<file path="config.mk">
export PLATFORM = sky130hd
export DESIGN_NAME = lru_page_replacer_with_fifo_tlb
export DESIGN_NICKNAME = d
export VERILOG_FILES = /design/src/rtl/core/lrutlb_pkg.sv /design/src/rtl/core/lrutlb_tlb.sv /design/src/rtl/core/lru_page_replacer_with_fifo_tlb.sv
export SDC_FILE = /design/constraint.sdc
export NUM_CORES = 1
export LEC_CHECK = 0
export ABC_AREA = 1
export BUFFER_PORTS_ARGS = -buffer_cell sky130_fd_sc_hd__buf_2
export CAP_MARGIN = 20
export CORE_MARGIN = 2
export CORE_UTILIZATION = 43
export DETAILED_ROUTE_END_ITERATION = 16
export MAX_ROUTING_LAYER = met4
export PLACE_DENSITY = 0.57
export SKIP_CTS_REPAIR_TIMING = 1
export SKIP_LAST_GASP = 1
export SYNTH_ARGS = -nofsm -noshare
export SYNTH_HDL_FRONTEND = slang
export SYNTH_SLANG_ARGS = --single-unit
export TNS_END_PERCENT = 100
</file>
<file path="constraint.sdc">
create_clock -name clk -period 8.5 [get_ports clk]
set_input_delay 1.7 -clock clk [delete_from_list [all_inputs] [get_ports clk]]
set_output_delay 1.7 -clock clk [all_outputs]
set_load 0.1 [all_outputs]
</file>
<file path="src/rtl/core/lrutlb_pkg.sv">
package lrutlb_pkg;

    localparam int PAGE_W     = 16;
    localparam int IN_W       = 16;
    localparam int CFG_IDX_W  = 3;
    localparam int CFG_DATA_W = 16;
    localparam int FCOUNT_W   = 4;
    localparam int TCOUNT_W   = 3;
    localparam int TIME_CFG_W = 16;
    localparam int COST_W     = 19;
    localparam int ACCESS_W   = 18;
    localparam int TOTAL_W    = 40;
    localparam int CNT_W      = 32;
    localparam int FRAME_O_W  = 3;

    localparam logic [FCOUNT_W-1:0]   FRAME_COUNT_RST = 4'd3;
    localparam logic [TCOUNT_W-1:0]   TLB_COUNT_RST   = 3'd4;
    localparam logic                  USE_TLB_RST     = 1'b1;
    localparam logic [TIME_CFG_W-1:0] TLB_TIME_RST    = 16'd1;
    localparam logic [TIME_CFG_W-1:0] MEM_TIME_RST    = 16'd10;
    localparam logic [TIME_CFG_W-1:0] FAULT_TIME_RST  = 16'd100;

    typedef enum logic [1:0] {
        OUTCOME_TLB_HIT   = 2'd0,
        OUTCOME_TABLE_HIT = 2'd1,
        OUTCOME_FAULT     = 2'd2
    } outcome_t;

    typedef enum logic [CFG_IDX_W-1:0] {
        REG_FRAME_COUNT = 3'd0,
        REG_TLB_COUNT   = 3'd1,
        REG_USE_TLB     = 3'd2,
        REG_TLB_TIME    = 3'd3,
        REG_MEM_TIME    = 3'd4,
        REG_FAULT_TIME  = 3'd5
    } cfg_reg_t;

    // First member sits in the highest bits, so outcome lands at bit 0.
    typedef struct packed {
        logic [CNT_W-1:0]     reference_total;
        logic [TOTAL_W-1:0]   time_total;
        logic [CNT_W-1:0]     fault_total;
        logic [ACCESS_W-1:0]  access_time;
        logic [FRAME_O_W-1:0] frame_index;
        logic [PAGE_W-1:0]    evicted_page;
        logic                 evicted_valid;
        outcome_t             outcome;
    } result_t;

    localparam int OUT_W = $bits(result_t);

    // Request from the frame table to the TLB for one reference.
    typedef struct packed {
        logic                fire;
        logic                use_tlb;
        logic                table_hit;
        logic                evict_en;
        logic [PAGE_W-1:0]   lookup_page;
        logic [PAGE_W-1:0]   evict_page;
        logic [TCOUNT_W-1:0] tlb_count;
    } tlb_cmd_t;

endpackage

</file>
<file path="src/rtl/core/lrutlb_tlb.sv">
module lrutlb_tlb #(
    parameter int TLB_ENTRIES = 4
) (
    input  logic                clk,
    input  logic                rst_n,
    input  lrutlb_pkg::tlb_cmd_t cmd,
    output logic                tlb_hit
);
    import lrutlb_pkg::*;

    localparam int TIDX_W = $clog2(TLB_ENTRIES > 1 ? TLB_ENTRIES : 2);
    localparam int TC_W   = $clog2(TLB_ENTRIES + 1);

    logic [PAGE_W-1:0]      page_reg  [TLB_ENTRIES];
    logic [PAGE_W-1:0]      page_next [TLB_ENTRIES];
    logic [TIDX_W-1:0]      rank_reg  [TLB_ENTRIES];
    logic [TIDX_W-1:0]      rank_next [TLB_ENTRIES];
    logic [TLB_ENTRIES-1:0] valid_reg;
    logic [TLB_ENTRIES-1:0] valid_next;

    logic [TIDX_W-1:0]      rm_slot;
    logic                   rm_found;
    logic [TIDX_W-1:0]      old_slot;
    logic                   old_found;
    logic [TIDX_W-1:0]      free_slot;
    logic                   free_found;
    logic [TC_W-1:0]        count;
    logic [TC_W-1:0]        limit;
    logic                   do_insert;
    logic [TLB_ENTRIES-1:0] v1;
    logic [TIDX_W-1:0]      r1 [TLB_ENTRIES];

    always_comb
    begin
        if (cmd.tlb_count == '0)
        begin
            limit = TC_W'(1);
        end
        else if (int'(cmd.tlb_count) > TLB_ENTRIES)
        begin
            limit = TC_W'(TLB_ENTRIES);
        end
        else
        begin
            limit = TC_W'(cmd.tlb_count);
        end
    end

    always_comb
    begin
        tlb_hit    = 1'b0;
        rm_found   = 1'b0;
        rm_slot    = '0;
        old_found  = 1'b0;
        old_slot   = '0;
        free_found = 1'b0;
        free_slot  = '0;
        count      = '0;
        v1         = valid_reg;
        r1         = rank_reg;
        valid_next = valid_reg;
        rank_next  = rank_reg;
        page_next  = page_reg;

        for (int i = 0; i < TLB_ENTRIES; i++)
        begin
            if (valid_reg[i] && page_reg[i] == cmd.lookup_page)
            begin
                tlb_hit = 1'b1;
            end
            if (!rm_found && valid_reg[i] && page_reg[i] == cmd.evict_page)
            begin
                rm_found = 1'b1;
                rm_slot  = TIDX_W'(i);
            end
        end

        // drop the frame victim and close the gap in the FIFO order
        if (cmd.evict_en && rm_found)
        begin
            v1[rm_slot] = 1'b0;
            for (int i = 0; i < TLB_ENTRIES; i++)
            begin
                if (v1[i] && rank_reg[i] > rank_reg[rm_slot])
                begin
                    r1[i] = rank_reg[i] - 1'b1;
                end
            end
        end

        for (int i = 0; i < TLB_ENTRIES; i++)
        begin
            count = count + TC_W'(v1[i]);
        end

        do_insert = cmd.use_tlb && !(cmd.table_hit && tlb_hit);

        valid_next = v1;
        rank_next  = r1;
        if (do_insert)
        begin
            // full: retire the oldest entry first
            if (count >= limit)
            begin
                for (int i = 0; i < TLB_ENTRIES; i++)
                begin
                    if (!old_found && v1[i] && r1[i] == '0)
                    begin
                        old_found = 1'b1;
                        old_slot  = TIDX_W'(i);
                    end
                end
                if (old_found)
                begin
                    valid_next[old_slot] = 1'b0;
                    for (int i = 0; i < TLB_ENTRIES; i++)
                    begin
                        if (valid_next[i] && r1[i] > r1[old_slot])
                        begin
                            rank_next[i] = r1[i] - 1'b1;
                        end
                    end
                end
                count = count - 1'b1;
            end
            for (int i = 0; i < TLB_ENTRIES; i++)
            begin
                if (!free_found && !valid_next[i])
                begin
                    free_found = 1'b1;
                    free_slot  = TIDX_W'(i);
                end
            end
            if (free_found)
            begin
                valid_next[free_slot] = 1'b1;
                page_next[free_slot]  = cmd.lookup_page;
                rank_next[free_slot]  = TIDX_W'(count);
            end
        end

        if (!cmd.fire)
        begin
            valid_next = valid_reg;
            rank_next  = rank_reg;
            page_next  = page_reg;
        end
    end

    always_ff @(posedge clk or negedge rst_n)
    begin
        if (!rst_n)
        begin
            valid_reg <= '0;
            for (int i = 0; i < TLB_ENTRIES; i++)
            begin
                rank_reg[i] <= '0;
                page_reg[i] <= '0;
            end
        end
        else
        begin
            valid_reg <= valid_next;
            rank_reg  <= rank_next;
            page_reg  <= page_next;
        end
    end

endmodule

</file>
<file path="src/rtl/core/lru_page_replacer_with_fifo_tlb.sv">
// Pipeline: a reference transfers into the input register; its result is
// computed once the result register is empty or draining and is offered from
// the result register (one input register, one result register).
// Throughput: one reference per cycle while the result stream is not stalled;
// frame and TLB tags are compared in parallel and all ranks update in the same cycle as the lookup.
// Reset: all tables, ranks and totals clear at once and the configuration
// returns to its defaults; there is no clearing pass.
module lru_page_replacer_with_fifo_tlb #(
    parameter int FRAMES      = 8,
    parameter int TLB_ENTRIES = 4
) (
    input  logic                              clk,
    input  logic                              rst_n,
    // configuration write channel
    input  logic                              cfg_valid,
    output logic                              cfg_ready,
    input  logic [lrutlb_pkg::CFG_IDX_W-1:0]  cfg_index,
    input  logic [lrutlb_pkg::CFG_DATA_W-1:0] cfg_data,
    // reference stream
    input  logic                              s_tvalid,
    output logic                              s_tready,
    input  logic [lrutlb_pkg::IN_W-1:0]       s_tdata,  // page_number[15:0]
    // result stream
    output logic                              m_tvalid,
    input  logic                              m_tready,
    // outcome[1:0], evicted_valid[2], evicted_page[18:3], frame_index[21:19],
    // access_time[39:22], fault_total[71:40], time_total[111:72],
    // reference_total[143:112]
    output logic [lrutlb_pkg::OUT_W-1:0]      m_tdata
);
    import lrutlb_pkg::*;

    localparam int FIDX_W = $clog2(FRAMES > 1 ? FRAMES : 2);
    localparam int FU_W   = $clog2(FRAMES + 1);

    // configuration
    logic [FCOUNT_W-1:0]   frame_count_reg, frame_count_next;
    logic [TCOUNT_W-1:0]   tlb_count_reg, tlb_count_next;
    logic                  use_tlb_reg, use_tlb_next;
    logic [TIME_CFG_W-1:0] tlb_time_reg, tlb_time_next;
    logic [TIME_CFG_W-1:0] mem_time_reg, mem_time_next;
    logic [TIME_CFG_W-1:0] fault_time_reg, fault_time_next;

    // pipeline
    logic              in_valid_reg, in_valid_next;
    logic [PAGE_W-1:0] in_page_reg, in_page_next;
    logic              out_valid_reg, out_valid_next;
    result_t           result_reg, result_next;
    logic              fire;

    // frame table and totals
    logic [PAGE_W-1:0] frame_page_reg  [FRAMES];
    logic [PAGE_W-1:0] frame_page_next [FRAMES];
    logic [FIDX_W-1:0] frame_rank_reg  [FRAMES];
    logic [FIDX_W-1:0] frame_rank_next [FRAMES];
    logic [FU_W-1:0]   frames_used_reg, frames_used_next;
    logic [CNT_W-1:0]  fault_total_reg, fault_total_next;
    logic [TOTAL_W-1:0] time_total_reg, time_total_next;
    logic [CNT_W-1:0]  ref_total_reg, ref_total_next;

    // lookup
    logic              found;
    logic [FIDX_W-1:0] found_idx;
    logic              victim_found;
    logic [FIDX_W-1:0] victim_idx;
    logic [FU_W-1:0]   limit;
    logic              replace;
    logic [FIDX_W-1:0] frame;
    logic              tlb_hit;
    tlb_cmd_t          tlb_cmd;
    logic [COST_W-1:0] cost;
    logic [COST_W-1:0] t_cost, m_cost, f_cost;
    logic [TOTAL_W:0]  time_sum;
    outcome_t          outcome;

    // The user must land configuration only while idle, unenforced here; writes are taken at once.
    assign cfg_ready = 1'b1;

    always_comb
    begin
        frame_count_next = frame_count_reg;
        tlb_count_next   = tlb_count_reg;
        use_tlb_next     = use_tlb_reg;
        tlb_time_next    = tlb_time_reg;
        mem_time_next    = mem_time_reg;
        fault_time_next  = fault_time_reg;
        if (cfg_valid)
        begin
            unique case (cfg_reg_t'(cfg_index))
                REG_FRAME_COUNT: frame_count_next = cfg_data[FCOUNT_W-1:0];
                REG_TLB_COUNT:   tlb_count_next   = cfg_data[TCOUNT_W-1:0];
                REG_USE_TLB:     use_tlb_next     = cfg_data[0];
                REG_TLB_TIME:    tlb_time_next    = cfg_data;
                REG_MEM_TIME:    mem_time_next    = cfg_data;
                REG_FAULT_TIME:  fault_time_next  = cfg_data;
                default:         ;  // unused index: drop the write
            endcase
        end
    end

    // Advance the work stage whenever the result register is empty or
    // draining this cycle; take a new reference whenever the input register
    // will be free.
    assign fire     = in_valid_reg && (!out_valid_reg || m_tready);
    assign s_tready = !in_valid_reg || fire;
    assign m_tvalid = out_valid_reg;
    assign m_tdata  = result_reg;

    always_comb
    begin
        in_valid_next = in_valid_reg;
        in_page_next  = in_page_reg;
        if (fire)
        begin
            in_valid_next = 1'b0;
        end
        if (s_tvalid && s_tready)
        begin
            in_valid_next = 1'b1;
            in_page_next  = s_tdata[PAGE_W-1:0];
        end
        out_valid_next = out_valid_reg;
        if (m_tready)
        begin
            out_valid_next = 1'b0;
        end
        if (fire)
        begin
            out_valid_next = 1'b1;
        end
    end

    // Frame limit, with out-of-range settings folded into 1..FRAMES.
    always_comb
    begin
        if (frame_count_reg == '0)
        begin
            limit = FU_W'(1);
        end
        else if (int'(frame_count_reg) > FRAMES)
        begin
            limit = FU_W'(FRAMES);
        end
        else
        begin
            limit = FU_W'(frame_count_reg);
        end
    end

    // Parallel tag compare over the used frames; the victim is the frame
    // whose LRU rank is zero.
    always_comb
    begin
        found        = 1'b0;
        found_idx    = '0;
        victim_found = 1'b0;
        victim_idx   = '0;
        for (int i = 0; i < FRAMES; i++)
        begin
            if (FU_W'(i) < frames_used_reg)
            begin
                if (!found && frame_page_reg[i] == in_page_reg)
                begin
                    found     = 1'b1;
                    found_idx = FIDX_W'(i);
                end
                if (!victim_found && frame_rank_reg[i] == '0)
                begin
                    victim_found = 1'b1;
                    victim_idx   = FIDX_W'(i);
                end
            end
        end
        replace = !found && (frames_used_reg >= limit) && (frames_used_reg != '0);
        priority if (found)
        begin
            frame = found_idx;
        end
        else if (replace)
        begin
            frame = victim_idx;
        end
        else
        begin
            frame = FIDX_W'(frames_used_reg);
        end
    end

    assign tlb_cmd.fire        = fire;
    assign tlb_cmd.use_tlb     = use_tlb_reg;
    assign tlb_cmd.table_hit   = found;
    assign tlb_cmd.evict_en    = replace;
    assign tlb_cmd.lookup_page = in_page_reg;
    assign tlb_cmd.evict_page  = frame_page_reg[victim_idx];
    assign tlb_cmd.tlb_count   = tlb_count_reg;

    lrutlb_tlb #(
        .TLB_ENTRIES (TLB_ENTRIES)
    ) u_tlb (
        .clk     (clk),
        .rst_n   (rst_n),
        .cmd     (tlb_cmd),
        .tlb_hit (tlb_hit)
    );

    // Frame table update: touch on a hit or a replacement moves the frame
    // to MRU and closes the gap above its old rank; a fill appends at MRU.
    always_comb
    begin
        frame_page_next  = frame_page_reg;
        frame_rank_next  = frame_rank_reg;
        frames_used_next = frames_used_reg;
        if (fire)
        begin
            if (found || replace)
            begin
                for (int i = 0; i < FRAMES; i++)
                begin
                    if (FU_W'(i) < frames_used_reg && frame_rank_reg[i] > frame_rank_reg[frame])
                    begin
                        frame_rank_next[i] = frame_rank_reg[i] - 1'b1;
                    end
                end
                frame_rank_next[frame] = FIDX_W'(frames_used_reg - 1'b1);
                if (replace)
                begin
                    frame_page_next[frame] = in_page_reg;
                end
            end
            else
            begin
                frame_page_next[frame] = in_page_reg;
                frame_rank_next[frame] = FIDX_W'(frames_used_reg);
                frames_used_next       = frames_used_reg + 1'b1;
            end
        end
    end

    // Access cost and running totals.
    always_comb
    begin
        t_cost = COST_W'(tlb_time_reg);
        m_cost = COST_W'(mem_time_reg);
        f_cost = COST_W'(fault_time_reg);
        priority if (!found)
        begin
            outcome = OUTCOME_FAULT;
            cost    = f_cost + (m_cost << 1) + (use_tlb_reg ? (t_cost << 1) : '0);
        end
        else if (use_tlb_reg && tlb_hit)
        begin
            outcome = OUTCOME_TLB_HIT;
            cost    = t_cost + m_cost;
        end
        else if (use_tlb_reg)
        begin
            outcome = OUTCOME_TABLE_HIT;
            cost    = (t_cost << 1) + (m_cost << 1);
        end
        else
        begin
            outcome = OUTCOME_TABLE_HIT;
            cost    = m_cost << 1;
        end

        time_sum = {1'b0, time_total_reg} + (TOTAL_W + 1)'(cost);

        fault_total_next = fault_total_reg;
        time_total_next  = time_total_reg;
        ref_total_next   = ref_total_reg;
        if (fire)
        begin
            if (!found && fault_total_reg != '1)
            begin
                fault_total_next = fault_total_reg + 1'b1;
            end
            if (ref_total_reg != '1)
            begin
                ref_total_next = ref_total_reg + 1'b1;
            end
            // saturate on carry out of the total
            time_total_next = time_sum[TOTAL_W] ? '1 : time_sum[TOTAL_W-1:0];
        end

        result_next = result_reg;
        if (fire)
        begin
            result_next.outcome         = outcome;
            result_next.evicted_valid   = replace;
            result_next.evicted_page    = replace ? frame_page_reg[victim_idx] : '0;
            result_next.frame_index     = FRAME_O_W'(frame);
            result_next.access_time     = cost[COST_W-1:ACCESS_W] != '0 ? '1
                                                                        : cost[ACCESS_W-1:0];
            result_next.fault_total     = fault_total_next;
            result_next.time_total      = time_total_next;
            result_next.reference_total = ref_total_next;
        end
    end

    always_ff @(posedge clk or negedge rst_n)
    begin
        if (!rst_n)
        begin
            frame_count_reg <= FRAME_COUNT_RST;
            tlb_count_reg   <= TLB_COUNT_RST;
            use_tlb_reg     <= USE_TLB_RST;
            tlb_time_reg    <= TLB_TIME_RST;
            mem_time_reg    <= MEM_TIME_RST;
            fault_time_reg  <= FAULT_TIME_RST;
            in_valid_reg    <= 1'b0;
            out_valid_reg   <= 1'b0;
            frames_used_reg <= '0;
            fault_total_reg <= '0;
            time_total_reg  <= '0;
            ref_total_reg   <= '0;
            for (int i = 0; i < FRAMES; i++)
            begin
                frame_page_reg[i] <= '0;
                frame_rank_reg[i] <= '0;
            end
        end
        else
        begin
            frame_count_reg <= frame_count_next;
            tlb_count_reg   <= tlb_count_next;
            use_tlb_reg     <= use_tlb_next;
            tlb_time_reg    <= tlb_time_next;
            mem_time_reg    <= mem_time_next;
            fault_time_reg  <= fault_time_next;
            in_valid_reg    <= in_valid_next;
            out_valid_reg   <= out_valid_next;
            frames_used_reg <= frames_used_next;
            fault_total_reg <= fault_total_next;
            time_total_reg  <= time_total_next;
            ref_total_reg   <= ref_total_next;
            frame_page_reg  <= frame_page_next;
            frame_rank_reg  <= frame_rank_next;
        end
    end

    // payload registers: hold until the next transfer
    always_ff @(posedge clk)
    begin
        in_page_reg <= in_page_next;
        result_reg  <= result_next;
    end

endmodule

</file>
# == Word level (Yosys, flattened, before mapping) ==
# Cells that the tools add are included.
# word_totals
elab_cells,475
romBits,0
mem_bits_rw,0
reg_bits,554
latchBits,0
mem_count,0
# op_classes
mux,199
n_addsub,29
eq_ne,24
div_mod_pow,0
bitwise,11
n_lt_le_gt_ge,41
n_reduce_logical,125
n_mul,0
shift,0
# op_table
operator,count
16-bit equality test,16
128-bit 2-to-1 mux,2
3-bit 2-to-1 mux,55
128-bit bitwise mux,1
32-bit 2-to-1 mux,4
40-bit 2-to-1 mux,2
1-bit 2-to-1 mux,73
1-bit logical AND,65
32-bit by 1-bit adder with 32-bit output (second input constant),2
64-bit bitwise mux,1
16-bit 2-to-1 mux,4
32-bit != test (second input constant),2
16-bit binary-select mux with 3-bit select,1
24-bit bitwise mux,2
16-bit demux with 3-bit select,1
2-bit 2-to-1 mux,24
8-bit 2-to-1 mux,6
40-bit by 19-bit adder with 41-bit output,1
18-bit 2-to-1 mux,2
16-bit demux with 2-bit select,1
4-bit 2-to-1 mux,8
1-bit zero test,30
3-bit zero test,10
3-bit by 1-bit subtractor with 3-bit output (second input constant),9
49 further kinds,107

# == Logic depth before layout (Yosys ltp) ==
# logic_depth
depth_word,113
depth_mapped,56

# == By module ==
# Synthesis repeated with hierarchy kept, for this count alone.
# hier_totals
hier_cells,4341
area_unflattened_um2,33754.9
# by_module_without_submodules
mod,seq_area_each_um2,instances,area_each_um2,cells_per_inst
lru_page_replacer_with_fifo_tlb,12774.8,1,26535.4,3171
lrutlb_tlb,1901.8,1,7219.4,1170

# == Worst setup path after synthesis ==
# No wires, ideal clock.
# synth_path
path_type,input-to-reg
from,input m_tready
to,register u_tlb.valid_reg[1]
path_slack_ps,1286
arrival_ps,6861
t_required_ps,8147
path_buffers,3
path_stages,8
setup_time_ps,353
path_cell_list,inv_1 > nand2_1 > nand2_1 > inv_1 > clkbuf_1 > clkbuf_1 > clkbuf_1 > o21ai_0
# synth_via
elab_chain_cells,2
# synth_rtl
element,line_no,rtl
start: declaration,lru_page_replacer_with_fifo_tlb.sv:25,"input logic m_tready,"
1-bit logical OR,lru_page_replacer_with_fifo_tlb.sv:104,assign fire = in_valid_reg && (!out_valid_reg || m_tready);
1-bit logical AND,lru_page_replacer_with_fifo_tlb.sv:104,
named net fire,lru_page_replacer_with_fifo_tlb.sv:49,logic fire;
end signal: assignment,lrutlb_tlb.sv:163,valid_reg <= valid_next;
end: declaration,lrutlb_tlb.sv:18,logic [TLB_ENTRIES-1:0] valid_reg;
# The timed path passes the listed nets, and every way through them passes these cells.
# A chain may end at the register's enable or synchronous reset.

# == Final worst setup path ==
# layout_path
from,register in_page_reg[15]
to,register frame_rank_reg[6] in the netlist's numbering
# layout_via
elab_chain_cells,47
word_cells_on_any_way,75
cone_classes,3 x order compare; 8 x eq/ne; 43 x mux; 1 x bitwise; 20 x reduce/logical
# layout_rtl
element,line_no,rtl
start: declaration,lru_page_replacer_with_fifo_tlb.sv:46,"logic [PAGE_W-1:0] in_page_reg, in_page_next;"
start signal: assignment,lru_page_replacer_with_fifo_tlb.sv:344,in_page_reg <= in_page_next;
16-bit equality test,lru_page_replacer_with_fifo_tlb.sv:162,if (!found && frame_page_reg[i] == in_page_reg)
1-bit 2-to-1 mux,lru_page_replacer_with_fifo_tlb.sv:162,
1-bit 2-to-1 mux,lru_page_replacer_with_fifo_tlb.sv:160,if (FU_W'(i) < frames_used_reg)
1-bit zero test,lru_page_replacer_with_fifo_tlb.sv:162,
1-bit logical AND,lru_page_replacer_with_fifo_tlb.sv:162,
1-bit 2-to-1 mux,lru_page_replacer_with_fifo_tlb.sv:162,
1-bit 2-to-1 mux,lru_page_replacer_with_fifo_tlb.sv:160,
1-bit zero test,lru_page_replacer_with_fifo_tlb.sv:162,
[28 not listed],n/a,
named net frame[2],lru_page_replacer_with_fifo_tlb.sv:68,logic [FIDX_W-1:0] frame;
[2 not listed],n/a,
3-bit 2-to-1 mux (not written as such) (2 in a row),lru_page_replacer_with_fifo_tlb.sv:219,if (FU_W'(i) < frames_used_reg && frame_rank_reg[i] > frame_rank_reg[frame])
3-bit > comparator,lru_page_replacer_with_fifo_tlb.sv:219,
1-bit logical AND,lru_page_replacer_with_fifo_tlb.sv:219,
3-bit 2-to-1 mux,lru_page_replacer_with_fifo_tlb.sv:219,
3-bit 2-to-1 mux,lru_page_replacer_with_fifo_tlb.sv:215,if (found || replace)
3-bit 2-to-1 mux,lru_page_replacer_with_fifo_tlb.sv:213,if (fire)
24-bit bitwise mux,lru_page_replacer_with_fifo_tlb.sv:224,frame_rank_next[frame] = FIDX_W'(frames_used_reg - 1'b1);
24-bit 2-to-1 mux (*),lru_page_replacer_with_fifo_tlb.sv:215,
end signal: assignment,lru_page_replacer_with_fifo_tlb.sv:337,frame_rank_reg <= frame_rank_next;
end: declaration,lru_page_replacer_with_fifo_tlb.sv:54,logic [FIDX_W-1:0] frame_rank_reg [FRAMES];
# Mark *: on every way through the listed nets, which the timed path passes. The rest lies on a longest branch. The select of a mux whose other input is x is not followed.

==> impl_metrics.ini <==
[logic_synthesis]
synth_flop_cell = sky130_fd_sc_hd__dfrtp_1
mappedNetlistNets = 4134
yosys_top_cell_by_area = sky130_fd_sc_hd__dfrtp_1
synth_top_cells_by_area = sky130_fd_sc_hd__dfrtp_1 30%, sky130_fd_sc_hd__edfxtp_1 15%, sky130_fd_sc_hd__nand2_1 11%
async_reset_ff_share_pct = 71.1
yosys.cell_types.count = 70
yosysWarnings = 0
synth.yosys.seq_area_share_pct = 45.1
syn_area_per_cell_um2 = 8.22
synth_largest_type_area_fraction_pct = 29.5
synth.cell_area_mm2 = 0.0325
synth_cells = 3958
synth_edf_count = 160
postSynthRegisterBits = 554

[worst_setup_path]
cp_slowest_stage_delay_ps = 630
worst_setup_path_start_kind = register
worst_ep_arrival_time_ps = 8330
setup.worst_path.class = register to register
crit_top_cell = sky130_fd_sc_hd__nand2_1
worst_path_required_time_ps = 8990
r2r_cells = 32
critical_path.max_fanout = 22
timing.critical_path.slowest_stage_cell = sky130_fd_sc_hd__nand3_1
worst_setup_path_startpoint = in_page_reg[15]$_DFFE_PP_
rr_startpoint = in_page_reg[15]$_DFFE_PP_
end_kind = register

[routing]
topRoutingLayerUsed = met4
drt-initial-drc-count = 2984
postRouteAntennaNets = 0
met3RoutedLength_mm = 7.11
wire_per_inst_um = 21.4
route.layer.met1.wl_mm = 49.5
met2RoutedLength_mm = 50.3
drt_pass1_iterations = 6
via_to_cell_ratio = 5.47
detail_route.wirelength_mm = 112
detailroute.via_count = 28500
drc = 0

[cts]
max_clock_buf_depth = 3
clkLatencyLatePin_ps = 630
cts_htree_levels = 3
worst_setup_hold_path_clk_slew_ps = 60
cts.sinks = 554
cts.root.buffer_cell = sky130_fd_sc_hd__clkbuf_16
cts_tree = built
numCtsBuffers = 66

[timing]
worst-slew-pin-transition_ps = 1050
setup_tns_ps = 0
fmaxAchievable_ghz = 0.128
finalCriticalPeriod_ps = 7840
report.final.setup_viol = 0
post-route-period-util_pct = 92.2
final_max_slew_viol_count = 0
slew-limit-headroom_pct = 29.7
rsz0062_at_grt = false
timing.final.hold_violations = 0
finClkSkew_ps = 27.8

[global_routing]
grt_antenna_before_repair = 0
grt_pass1_vias = 27500
grt_start_max_net_pins = 146
global_route_wire_length_before_repair_mm = 171
globalRouteOverflowTotal = 0
grt_usage_pct = 29.6

[die]
floorplan.die_area_mm2 = 0.0779
rows = 100
chipWidth_um = 279
design.core.area_mm2 = 0.0747
io_pins = 187
initial_core_util_pct = 43.6
die_height_um = 279

[layout]
layout-area-overhead-vs-synth_pct = 15.1
num-fill-cells = 7236
post_route_cells_drive_above_1_share_pct = 13.4
final_util_pct = 50.1
total_area_of_multi_input_combinational_cells_mm2 = 0.0156
insertedDiodeCount = 0
design.final.nets = 4373
max_ffs_per_register = 144
sequential_cell_area_mm2 = 0.0147

[worst_hold_path]
min_path_type = register to register
min_path_cells = 2
timing.hold.worst.start = tlb_count_reg[0]$_DFFE_PN0P_

[placement]
numPortBuffers = 185
detailedPlacementHpwl_mm = 82.9
gp_congestion = 1.03

[flow_run]
drv.max_cap_violation_count = 0

[run_status]
status = finished clean
-- cells in the mapped netlist (all sizes together), types with 25 or more instances --
cell type / number
or2: 46
nand2: 977
xnor2: 76
nor4: 47
xor2: 133
dfrtp: 384
buf: 56
o22ai: 25
a21oi: 113
ha: 117
nand3: 332
nor3: 56
inv: 415
nand4: 84
nor2: 301
clkbuf: 83
o21ai: 367
edfxtp: 160
-- worst max-delay path: cells and delay by family (launching register included) --
family	cells	cell delay, ps
buffers and inverters	7	1680
DFF	1	320
AOI/OAI and AO/OA	9	2260
and+or+nand+nor	15	2860
adders and majority gates	1	540
-- final timing paths --
path | end | slack (ps)
max | frame_rank_reg[6]$_DFFE_PN0P_ | 660
min | tlb_count_reg[0]$_DFFE_PN0P_ | 490
max in group asynchronous | frame_rank_reg[11]$_DFFE_PN0P_ | 6120
min in group asynchronous | frame_page_reg[117]$_DFFE_PN0P_ | 1010
min reg2reg | tlb_count_reg[0]$_DFFE_PN0P_ | 490
max reg2reg | frame_rank_reg[6]$_DFFE_PN0P_ | 660
-- area by class of cell --
cell class	instances	area share [%]
multi-input cells	2840	41.6
flip-flops and latches	554	39.2
repair buffers	309	5.61
clock buffers	82	4.79
inverters	425	4.33
well taps	969	3.24
clock inverters	38	1.20
repair inverters	1	0.0134
-- placed cells by master, fill, tap and decap left out, types with 15 or more instances in the layout --
cell / synthesis / routed
sky130_fd_sc_hd__edfxtp_1: 160 / 160
sky130_fd_sc_hd__xor2_1: 133 / 133
sky130_fd_sc_hd__nor3_1: 54 / 54
sky130_fd_sc_hd__inv_2: 16 / 16
sky130_fd_sc_hd__nand2_1: 953 / 953
sky130_fd_sc_hd__ha_1: 117 / 117
sky130_fd_sc_hd__buf_2: 30 / 184
sky130_fd_sc_hd__dfrtp_1: 384 / 384
sky130_fd_sc_hd__a21oi_1: 113 / 113
sky130_fd_sc_hd__fa_1: 19 / 19
sky130_fd_sc_hd__xnor2_1: 76 / 76
sky130_fd_sc_hd__inv_1: 398 / 395
sky130_fd_sc_hd__buf_4: 10 / 109
sky130_fd_sc_hd__o22ai_1: 25 / 25
sky130_fd_sc_hd__nand2_2: 22 / 22
sky130_fd_sc_hd__nor2_1: 291 / 288
sky130_fd_sc_hd__nand3_1: 312 / 312
sky130_fd_sc_hd__clkbuf_16: 0 / 67
sky130_fd_sc_hd__o21ai_0: 302 / 300
sky130_fd_sc_hd__nor4_1: 47 / 46
sky130_fd_sc_hd__or2_2: 45 / 45
sky130_fd_sc_hd__o21bai_1: 16 / 16
sky130_fd_sc_hd__nand3b_1: 15 / 15
sky130_fd_sc_hd__nand3_2: 19 / 19
sky130_fd_sc_hd__o21ai_1: 53 / 55
sky130_fd_sc_hd__nand4_1: 81 / 81
-- logic make-up (layout without fill, tap and decap cells) --
kind of cell	after synthesis	count (layout)	synth area share [%]
flops	554	554	45.1
fa+ha+maj	136	136	5.67
simple gates	1872	1872	25.6
xor+xnor	209	209	5.63
compound gates	622	622	10.9
other cells	1	1	0.0115
buf+inv	564	855	7.04
-- metal layers --
metal  up-vias  track usage, %
li1      13700               -
met3       235            4.13
met1     13500            39.9
met4         0            10.8
met5         -               -
met2      1067            45.6
-- stage by stage --
stage / hold WS, ps / cells / worst slack [ps] / instance area, µm²
final: 492 / 5218 / 664 / 37400
after global routing: 514 / 5218 / 7.48 / 37400
after CTS: 493 / 5197 / 56.6 / 37100
after detailed placement: 481 / 5077 / 99.3 / 34900
after global placement: 471 / 5077 / 193 / 34900
after floorplan: 453 / 3958 / 1290 / 32500
Power is not shown: default switching activity piles up to over one toggle a cycle in this logic, so the estimate is an artifact.
